**config.mk**
```make
export PLATFORM = sky130hd
export DESIGN_NAME = layered_weighted_transform_blend
export DESIGN_NICKNAME = d
export VERILOG_FILES = /design/src/rtl/lwtb_pkg.sv /design/src/rtl/lwtb_ctrl.sv /design/src/rtl/lwtb_datapath.sv /design/src/rtl/layered_weighted_transform_blend.sv
export SDC_FILE = /design/constraint.sdc
export NUM_CORES = 2
export LEC_CHECK = 0
export BUFFER_PORTS_ARGS = -buffer_cell sky130_fd_sc_hd__clkbuf_2
export CAP_MARGIN = 40
export CORE_MARGIN = 2
export CORE_UTILIZATION = 38
export CTS_BUF_LIST = sky130_fd_sc_hd__clkbuf_16
export DETAILED_ROUTE_END_ITERATION = 12
export HOLD_SLACK_MARGIN = 0.05
export PLACE_DENSITY = 0.63
export SLEW_MARGIN = 10
export SYNTH_ARGS = -nofsm -noshare
export SYNTH_HDL_FRONTEND = slang
export SYNTH_SLANG_ARGS = --single-unit
```
**constraint.sdc**
```tcl
create_clock -name clk -period 18.9 [get_ports clk]
set_input_delay 2.835 -clock clk [delete_from_list [all_inputs] [get_ports clk]]
set_output_delay 2.835 -clock clk [all_outputs]
set_load 0.01 [all_outputs]
```
**src/rtl/lwtb_pkg.sv**
```systemverilog
// Shared constants, types and control/status bundles for the layered transform blend.
package lwtb_pkg;

  localparam int NUM_CH     = 8;   // transform channels per track
  localparam int DATA_W     = 32;  // signed Q16.16
  localparam int WGT_W      = 17;  // unsigned Q1.16
  localparam int LAYER_W    = 8;
  localparam int CNT_W      = 4;   // holds NUM_CH
  localparam int S_TDATA_W  = 288;
  localparam int M_TDATA_W  = 280;

  localparam logic [WGT_W-1:0] ONE_Q16 = 17'd65536;
  localparam logic [WGT_W-1:0] SUM_MAX = 17'h1FFFF;

  // channel slots
  localparam int CH_SCALE_X = 4;
  localparam int CH_SCALE_Y = 5;

  typedef logic signed [DATA_W-1:0] word_t;

  typedef enum logic [4:0] {
    ST_IDLE   = 5'b00001,
    ST_CHECK  = 5'b00010,
    ST_WEIGHT = 5'b00100,
    ST_MAC    = 5'b01000,
    ST_FIN    = 5'b10000
  } state_t;

  typedef struct packed {
    logic capture;
    logic check;
    logic weight;
    logic sum_add;
    logic mult;
    logic acc;
    logic load_out;
  } cmd_t;

  typedef struct packed {
    logic contrib;
    logic out_free;
  } sts_t;

  typedef struct packed {
    logic [LAYER_W-1:0]     layer;
    logic [WGT_W-1:0]       current_weight;
    logic                   blend_enabled;
    word_t [NUM_CH-1:0]     vals;   // pos x/y, skew x/y, scale x/y, pivot x/y
    logic                   last;
  } item_t;

  typedef struct packed {
    logic [WGT_W-1:0]       effective_weight;
    word_t [NUM_CH-1:0]     vals;
    logic                   done_res;
  } result_t;

endpackage

```
**src/rtl/lwtb_ctrl.sv**
```systemverilog
// Sequencer for the blend: check, weight, channel MAC loop, result hand-off.
module lwtb_ctrl (
  input  logic            clk,
  input  logic            rst,
  input  logic            in_valid,
  output logic            in_ready,
  input  lwtb_pkg::sts_t  sts,
  output lwtb_pkg::cmd_t  cmd
);

  lwtb_pkg::state_t              state, state_next;
  logic [lwtb_pkg::CNT_W-1:0]    cnt, cnt_next;

  localparam logic [lwtb_pkg::CNT_W-1:0] CNT_END = lwtb_pkg::CNT_W'(lwtb_pkg::NUM_CH);

  always_ff @(posedge clk) begin
    if (rst) begin
      state <= lwtb_pkg::ST_IDLE;
      cnt   <= '0;
    end else begin
      state <= state_next;
      cnt   <= cnt_next;
    end
  end

  always_comb begin
    state_next = state;
    cnt_next   = cnt;
    cmd        = '0;
    in_ready   = 1'b0;
    case (state)
      lwtb_pkg::ST_IDLE: begin
        in_ready = 1'b1;
        if (in_valid) begin
          cmd.capture = 1'b1;
          state_next  = lwtb_pkg::ST_CHECK;
        end
      end
      lwtb_pkg::ST_CHECK: begin
        cmd.check  = 1'b1;
        state_next = lwtb_pkg::ST_WEIGHT;
      end
      lwtb_pkg::ST_WEIGHT: begin
        cmd.weight = 1'b1;
        cnt_next   = '0;
        state_next = lwtb_pkg::ST_MAC;
      end
      lwtb_pkg::ST_MAC: begin
        if (!sts.contrib) begin
          state_next = lwtb_pkg::ST_FIN;
        end else begin
          cmd.sum_add = (cnt == '0);
          cmd.mult    = (cnt != CNT_END);
          cmd.acc     = (cnt != '0);
          cnt_next    = cnt + 1'b1;
          if (cnt == CNT_END) begin
            state_next = lwtb_pkg::ST_FIN;
          end
        end
      end
      lwtb_pkg::ST_FIN: begin
        if (sts.out_free) begin
          cmd.load_out = 1'b1;
          state_next   = lwtb_pkg::ST_IDLE;
        end
      end
      default: begin
        state_next = lwtb_pkg::ST_IDLE;
      end
    endcase
  end

endmodule

```
**src/rtl/lwtb_datapath.sv**
```systemverilog
// Weight budget, shared multiplier, saturating accumulators and result register.
module lwtb_datapath (
  input  logic                clk,
  input  logic                rst,
  input  lwtb_pkg::item_t     item,
  input  lwtb_pkg::cmd_t      cmd,
  output lwtb_pkg::sts_t      sts,
  input  logic                res_ready,
  output logic                res_valid,
  output lwtb_pkg::result_t   res
);

  localparam int VW = lwtb_pkg::DATA_W + 1;          // value less scale offset
  localparam int PW = VW + lwtb_pkg::WGT_W + 1;      // signed product
  localparam int AW = lwtb_pkg::DATA_W + 4;          // accumulate headroom

  localparam logic signed [lwtb_pkg::DATA_W-1:0] S_MAX = {1'b0, {(lwtb_pkg::DATA_W-1){1'b1}}};
  localparam logic signed [lwtb_pkg::DATA_W-1:0] S_MIN = {1'b1, {(lwtb_pkg::DATA_W-1){1'b0}}};

  // captured item
  logic [lwtb_pkg::LAYER_W-1:0]  layer_r;
  logic [lwtb_pkg::WGT_W-1:0]    cw_r;
  logic                          en_r;
  logic                          last_r;
  logic signed [VW-1:0]          vals [lwtb_pkg::NUM_CH];

  // run state
  logic [lwtb_pkg::WGT_W-1:0]    budget;
  logic [lwtb_pkg::WGT_W-1:0]    lsum;
  logic [lwtb_pkg::LAYER_W-1:0]  prev_layer;
  logic                          run_start;
  logic                          stopped;
  logic                          contrib;
  lwtb_pkg::word_t               acc [lwtb_pkg::NUM_CH];

  logic [lwtb_pkg::WGT_W-1:0]    weight;
  logic signed [PW-1:0]          prod;

  logic [2*lwtb_pkg::WGT_W-1:0]  wprod;
  logic [lwtb_pkg::WGT_W-1:0]    wcalc;
  logic [lwtb_pkg::WGT_W:0]      sum_wide;
  logic [lwtb_pkg::WGT_W-1:0]    lsum_next;
  logic signed [AW-1:0]          acc_wide;
  lwtb_pkg::word_t               acc_next;

  // scale deviation back to absolute, saturating upward
  function automatic lwtb_pkg::word_t sat_one(input lwtb_pkg::word_t a);
    logic signed [lwtb_pkg::DATA_W:0] s;
    s = {a[lwtb_pkg::DATA_W-1], a} + (lwtb_pkg::DATA_W+1)'(lwtb_pkg::ONE_Q16);
    if (s[lwtb_pkg::DATA_W] != s[lwtb_pkg::DATA_W-1]) begin
      sat_one = S_MAX;
    end else begin
      sat_one = s[lwtb_pkg::DATA_W-1:0];
    end
  endfunction

  assign wprod = cw_r * budget;
  assign wcalc = wprod[lwtb_pkg::WGT_W+15:16];

  assign sum_wide  = {1'b0, lsum} + {1'b0, weight};
  assign lsum_next = sum_wide[lwtb_pkg::WGT_W] ? lwtb_pkg::SUM_MAX
                                               : sum_wide[lwtb_pkg::WGT_W-1:0];

  // floor(prod / 65536) is the arithmetic shift
  assign acc_wide = {{(AW-lwtb_pkg::DATA_W){acc[0][lwtb_pkg::DATA_W-1]}}, acc[0]}
                  + {prod[PW-1], prod[PW-1:16]};

  always_comb begin
    if (acc_wide > AW'(S_MAX)) begin
      acc_next = S_MAX;
    end else if (acc_wide < AW'(S_MIN)) begin
      acc_next = S_MIN;
    end else begin
      acc_next = acc_wide[lwtb_pkg::DATA_W-1:0];
    end
  end

  assign sts.contrib  = contrib;
  assign sts.out_free = !res_valid || res_ready;

  // payload
  always_ff @(posedge clk) begin
    if (cmd.capture) begin
      layer_r <= item.layer;
      cw_r    <= (item.current_weight > lwtb_pkg::ONE_Q16) ? lwtb_pkg::ONE_Q16
                                                          : item.current_weight;
      en_r    <= item.blend_enabled;
      last_r  <= item.last;
      for (int i = 0; i < lwtb_pkg::NUM_CH; i++) begin
        vals[i] <= {item.vals[i][lwtb_pkg::DATA_W-1], item.vals[i]}
                 - (((i == lwtb_pkg::CH_SCALE_X) || (i == lwtb_pkg::CH_SCALE_Y))
                    ? VW'(lwtb_pkg::ONE_Q16) : VW'(0));
      end
    end else if (cmd.mult) begin
      for (int i = 0; i < lwtb_pkg::NUM_CH - 1; i++) begin
        vals[i] <= vals[i+1];
      end
    end
    if (cmd.weight) begin
      weight <= stopped ? '0 : wcalc;
    end
    if (cmd.mult) begin
      prod <= vals[0] * $signed({1'b0, weight});
    end
  end

  // result register
  always_ff @(posedge clk) begin
    if (cmd.load_out) begin
      res.effective_weight <= weight;
      res.done_res         <= last_r;
      for (int i = 0; i < lwtb_pkg::NUM_CH; i++) begin
        if (!last_r) begin
          res.vals[i] <= '0;
        end else if ((i == lwtb_pkg::CH_SCALE_X) || (i == lwtb_pkg::CH_SCALE_Y)) begin
          res.vals[i] <= sat_one(acc[i]);
        end else begin
          res.vals[i] <= acc[i];
        end
      end
    end
  end

  // run state
  always_ff @(posedge clk) begin
    if (rst) begin
      budget     <= lwtb_pkg::ONE_Q16;
      lsum       <= '0;
      prev_layer <= '0;
      run_start  <= 1'b1;
      stopped    <= 1'b0;
      contrib    <= 1'b0;
      res_valid  <= 1'b0;
      for (int i = 0; i < lwtb_pkg::NUM_CH; i++) begin
        acc[i] <= '0;
      end
    end else begin
      // layer change: spend the budget or stop the run
      if (cmd.check && !stopped && !run_start && (layer_r != prev_layer)) begin
        if (lsum >= budget) begin
          stopped <= 1'b1;
        end else begin
          budget <= budget - lsum;
        end
      end
      if (cmd.weight) begin
        run_start <= 1'b0;
        if (!stopped) begin
          prev_layer <= layer_r;
        end
        contrib <= !stopped && (wcalc != '0) && (en_r || (run_start && last_r));
      end
      if (cmd.sum_add) begin
        lsum <= lsum_next;
      end
      // rotate so acc[0] always faces the product in flight
      if (cmd.acc) begin
        for (int i = 0; i < lwtb_pkg::NUM_CH - 1; i++) begin
          acc[i] <= acc[i+1];
        end
        acc[lwtb_pkg::NUM_CH-1] <= acc_next;
      end
      if (cmd.load_out) begin
        res_valid <= 1'b1;
      end else if (res_ready) begin
        res_valid <= 1'b0;
      end
      if (cmd.load_out && last_r) begin
        budget     <= lwtb_pkg::ONE_Q16;
        lsum       <= '0;
        prev_layer <= '0;
        run_start  <= 1'b1;
        stopped    <= 1'b0;
        for (int i = 0; i < lwtb_pkg::NUM_CH; i++) begin
          acc[i] <= '0;
        end
      end
    end
  end

endmodule

```
**src/rtl/layered_weighted_transform_blend.sv**
```systemverilog
// Top level of the layered weighted transform blend: stream ports, controller and datapath.
// A skipped track (weight 0, disabled unless it is alone in its bone, or budget used up) skips
//   the channel MAC loop, so its result is offered sooner than that of a contributing track.
// One track is in work at a time, and a track stalls before its result is loaded while the
//   previous result waits on m_tready; one shared 33x18 multiplier takes a channel per cycle.
// Reset (rst, synchronous, active high): budget back to one, accumulators cleared, no result held.
module layered_weighted_transform_blend (
  input  logic                              clk,
  input  logic                              rst,
  // input track
  input  logic                              s_tvalid,
  output logic                              s_tready,
  // layer, current_weight, pos_x, pos_y, skew_x, skew_y, scale_x, scale_y,
  // pivot_x, pivot_y, zero pad
  input  logic [lwtb_pkg::S_TDATA_W-1:0]    s_tdata,
  input  logic                              s_tuser,   // blend_enabled
  input  logic                              s_tlast,   // last track of the bone
  // result
  output logic                              m_tvalid,
  input  logic                              m_tready,
  // effective_weight, out_x, out_y, out_skew_x, out_skew_y, out_scale_x,
  // out_scale_y, out_pivot_x, out_pivot_y, zero pad
  output logic [lwtb_pkg::M_TDATA_W-1:0]    m_tdata,
  output logic                              m_tlast    // done_res
);

  localparam int IN_VAL_LSB  = lwtb_pkg::LAYER_W + lwtb_pkg::WGT_W;
  localparam int OUT_VAL_LSB = lwtb_pkg::WGT_W;

  lwtb_pkg::item_t    item;
  lwtb_pkg::result_t  res;
  lwtb_pkg::cmd_t     cmd;
  lwtb_pkg::sts_t     sts;

  // unpack the incoming transaction
  always_comb begin
    item.layer          = s_tdata[lwtb_pkg::LAYER_W-1:0];
    item.current_weight = s_tdata[lwtb_pkg::LAYER_W +: lwtb_pkg::WGT_W];
    item.blend_enabled  = s_tuser;
    item.last           = s_tlast;
    for (int i = 0; i < lwtb_pkg::NUM_CH; i++) begin
      item.vals[i] = s_tdata[IN_VAL_LSB + i*lwtb_pkg::DATA_W +: lwtb_pkg::DATA_W];
    end
  end

  // pack the outgoing transaction; pad bits stay zero
  always_comb begin
    m_tdata = '0;
    m_tdata[lwtb_pkg::WGT_W-1:0] = res.effective_weight;
    for (int i = 0; i < lwtb_pkg::NUM_CH; i++) begin
      m_tdata[OUT_VAL_LSB + i*lwtb_pkg::DATA_W +: lwtb_pkg::DATA_W] = res.vals[i];
    end
  end

  assign m_tlast = res.done_res;

  lwtb_ctrl u_ctrl (
    .clk      (clk),
    .rst      (rst),
    .in_valid (s_tvalid),
    .in_ready (s_tready),
    .sts      (sts),
    .cmd      (cmd)
  );

  lwtb_datapath u_dp (
    .clk       (clk),
    .rst       (rst),
    .item      (item),
    .cmd       (cmd),
    .sts       (sts),
    .res_ready (m_tready),
    .res_valid (m_tvalid),
    .res       (res)
  );

endmodule

```
==> flow_summary.json <==
{
  "die_w_um": 420.8,
  "post_cts_buffers": 0,
  "hold_path_depth": 0,
  "cts_max_path_buffers": 3,
  "max_stage_delay_ns": 0.56,
  "globalRouteOverflowTotal": 0,
  "num-fill-cells": 16250,
  "synth_ff_type": "edfxtp_1",
  "hpwl_um": 134800,
  "cts_tree": "done",
  "synth-async-reset-ratio_pct": 0,
  "cp_num_buf_inv": 7,
  "seq_area_um2": 25970,
  "skew_ns": 0.07032,
  "synth_edf_count": 743,
  "worst_path_most_repeated_cell": "fa_1",
  "antenna_found_initial": 21,
  "wire_per_inst_um": 19.81,
  "r2r-start": "u_dp.weight[3]",
  "ant_nets": 0,
  "first_pass_iters": 5,
  "ys_top_cells_by_area": "edfxtp_1, fa_1, nand2_1",
  "rsz0062_at_grt": "false",
  "core.rowCount": 152,
  "ys_types": 72,
  "grt_usage_pct": 20.60,
  "slowest_stage": "fa_1",
  "min_to": "u_dp.res[263]",
  "critPathKind": "flip-flop to flip-flop",
  "p_total_mw": 8.886,
  "drive_gt1_share_pct": 12.41,
  "h-tree-depth": 3,
  "worstMarginPinSlew_ns": 1.080,
  "fp.dieArea_um2": 177100,
  "ys_seq_elements": 926,
  "fin_util_pct": 43.51,
  "num_vias": 45250,
  "finalCriticalPeriod_ns": 7.714,
  "grt_pass1_wl_um": 276700,
  "cp_max_fo": 34,
  "synthToLayoutAreaGrowth_pct": 13.46,
  "crit_family": "adder cells",
  "cellLeakagePower_nw": 32.73,
  "cts-buffers-inserted": 101,
  "ioPinCount": 577,
  "drv_slew": 0,
  "required_ns": 19.41,
  "rrSetupSlack_ns": 11.19,
  "fp.dieH_um": 420.8,
  "synth.largest_area_cell": "edfxtp_1",
  "peakVddDrop_mv": 0.2040,
  "crit_path_end_kind": "flip-flop",
  "min_period_over_period_pct": 40.82,
  "globalplace.congestion": 0.8820,
  "max_freq_mhz": 129.6,
  "multiInputGateArea_um2": 35700,
  "tns_ns": 0,
  "r2r_end": "u_dp.prod[45]",
  "grt_max_degree": 210,
  "cts_hold_buf": 0,
  "hp-class": "flip-flop to flip-flop",
  "hold_path_startpoint": "u_dp.weight[6]",
  "cts_root_buf": "clkbuf_16",
  "finalSetupViolCount": 0,
  "critPathLaunchType": "flip-flop",
  "synthDominantCellAreaShare_pct": 33.80,
  "ys_seq_area_share_pct": 39.35,
  "power_density_nw_per_um2": 118.7,
  "drc_errors": 0,
  "avgSynthCellArea_um2": 10.50,
  "core-area_um2": 172100,
  "start_util_pct": 38.35,
  "cp.arrival_ns": 8.23,
  "clkLatencyLatePin_ns": 0.76,
  "clk_pin_slew_ns": 0.06,
  "syn_area_um2": 66010,
  "yosysWarningCount": 0,
  "slew_headroom_pct": 27.98,
  "reg2regPathDepth": 26,
  "drv_cap": 0,
  "netlist_instances": 6289,
  "final_nets": 8073,
  "wl_um": 181000,
  "hold_violations": 0,
  "hold_slack_ns": 0.4529,
  "post_cts_resized": 0,
  "drt-initial-drc-count": 3148,
  "grt_pass1_vias": 47420,
  "viasPerCell": 4.952,
  "cts_sinks": 926,
  "io_buffers": 562,
  "status": "finished, final reports clean"
}
## cell usage in the layout (no fill, tap or decap), drive strengths merged, types with 13 or more instances in the layout
cell | netlist | final
a21o | 50 | 50
a21oi | 237 | 237
a22o | 30 | 30
a31oi | 14 | 14
and2 | 669 | 669
and3 | 23 | 23
buf | 20 | 68
clkbuf | 281 | 669
clkinv | 0 | 40
dfxtp | 183 | 183
diode | 0 | 16
edfxtp | 743 | 743
fa | 758 | 758
ha | 294 | 294
inv | 870 | 895
mux2 | 32 | 32
nand2 | 1269 | 1269
nand2b | 13 | 13
nand3 | 48 | 48
nand4 | 19 | 19
nor2 | 108 | 108
nor2b | 37 | 37
nor3 | 36 | 36
o21a | 78 | 78
o21ai | 149 | 149
xnor2 | 98 | 98
xor2 | 76 | 76
## through the flow
step,cell area [µm²],cells,setup slack (ns)
2_1_floorplan,66030,6295,0.3220
3_3_place_gp,71110,8923,10.99
3_5_place_dp,71330,8933,11.12
4_1_cts,74830,9119,11.15
5_1_grt,74890,9136,10.77
6_report,74890,9136,11.19
## how the worst max path moves through the flow
stage                      from               end  slack, ns  cells after the start
3_5_place_dp   u_dp.vals[0][13]     u_dp.prod[45]      11.12                     25
6_report         u_dp.weight[3]     u_dp.prod[45]      11.19                     26
3_3_place_gp     u_dp.weight[3]     u_dp.prod[50]      10.99                     25
4_1_cts          u_dp.weight[3]     u_dp.prod[45]      11.15                     26
5_1_grt          u_dp.weight[3]     u_dp.prod[45]      10.77                     26
2_1_floorplan          m_tready  u_dp.acc[0][100]       0.32                      6
## Yosys cell counts (all sizes together), types with 30 or more instances
library cell / instances
nand2: 1269
inv: 870
fa: 758
edfxtp: 743
and2: 669
ha: 294
clkbuf: 281
a21oi: 237
dfxtp: 183
o21ai: 149
nor2: 108
xnor2: 98
o21a: 78
xor2: 76
a21o: 50
nand3: 48
nor2b: 37
nor3: 36
mux2: 32
a22o: 30
## cell families (layout without fill, tap and decap cells)
kind of cell | after synthesis | after routing | synth area share, %
other | 1 | 23 | 0.005681
adders and majority gates | 1052 | 1052 | 28.56
AOI/OAI and AO/OA | 652 | 652 | 6.175
xor gates and xnor gates | 174 | 174 | 2.309
buffers and inverters | 1171 | 1686 | 6.710
DFF | 926 | 926 | 39.35
and+or+nand+nor | 2279 | 2279 | 16.32
muxes | 34 | 34 | 0.5762
## area by class of cell
class	instances	area share (%)
Antenna cell	16	0.05346
Clock buffer	107	3.575
Clock inverter	79	1.098
Inverter	870	4.374
Multi-Input combinational cell	4198	47.67
Sequential cell	926	34.68
Tap cell	2310	3.859
Timing Repair Buffer	630	4.688
## worst reg2reg max path, stage by stage (launching register included)
cell	delay (ns)
edfxtp_1	0.35
buf_4	0.47
nand2_1	0.20
fa_1	0.56
inv_1	0.05
fa_1	0.52
inv_1	0.05
fa_1	0.51
inv_1	0.06
fa_1	0.54
inv_1	0.05
fa_1	0.48
inv_1	0.05
fa_1	0.36
ha_1	0.34
a21oi_1	0.27
o211ai_1	0.15
nor3b_1	0.33
a211oi_1	0.11
buf_2	0.19
o41a_1	0.37
a41o_1	0.37
a21oi_1	0.36
o21ai_1	0.12
or3_1	0.36
a21oi_1	0.19
xnor2_1	0.08
## metal layers
layer  vias up  track usage, %  routed length [µm]
met5         -               0                  11
met4         2           9.465                8240
met3       303           2.145                7292
met2      1075           36.41               92880
met1     22980           25.31               72570
li1      20890               -                   -
## flip-flops by register name, indices dropped and copies added, names as in the netlist, 5 cells and up
| register | cells |
|---|---|
| u_ctrl.state | 5 |
| u_dp.acc | 256 |
| u_dp.budget | 17 |
| u_dp.cw_r | 17 |
| u_dp.layer_r | 8 |
| u_dp.lsum | 17 |
| u_dp.prev_layer | 8 |
| u_dp.prod | 35 |
| u_dp.res | 274 |
| u_dp.vals | 262 |
| u_dp.weight | 17 |
## power breakdown
group	switching (mW)	internal [mW]
Sequential	0.0723	2.53
Combinational	2.35	1.86
Clock	0.873	1.20
Note: power is estimated with default switching activity, not from simulation.
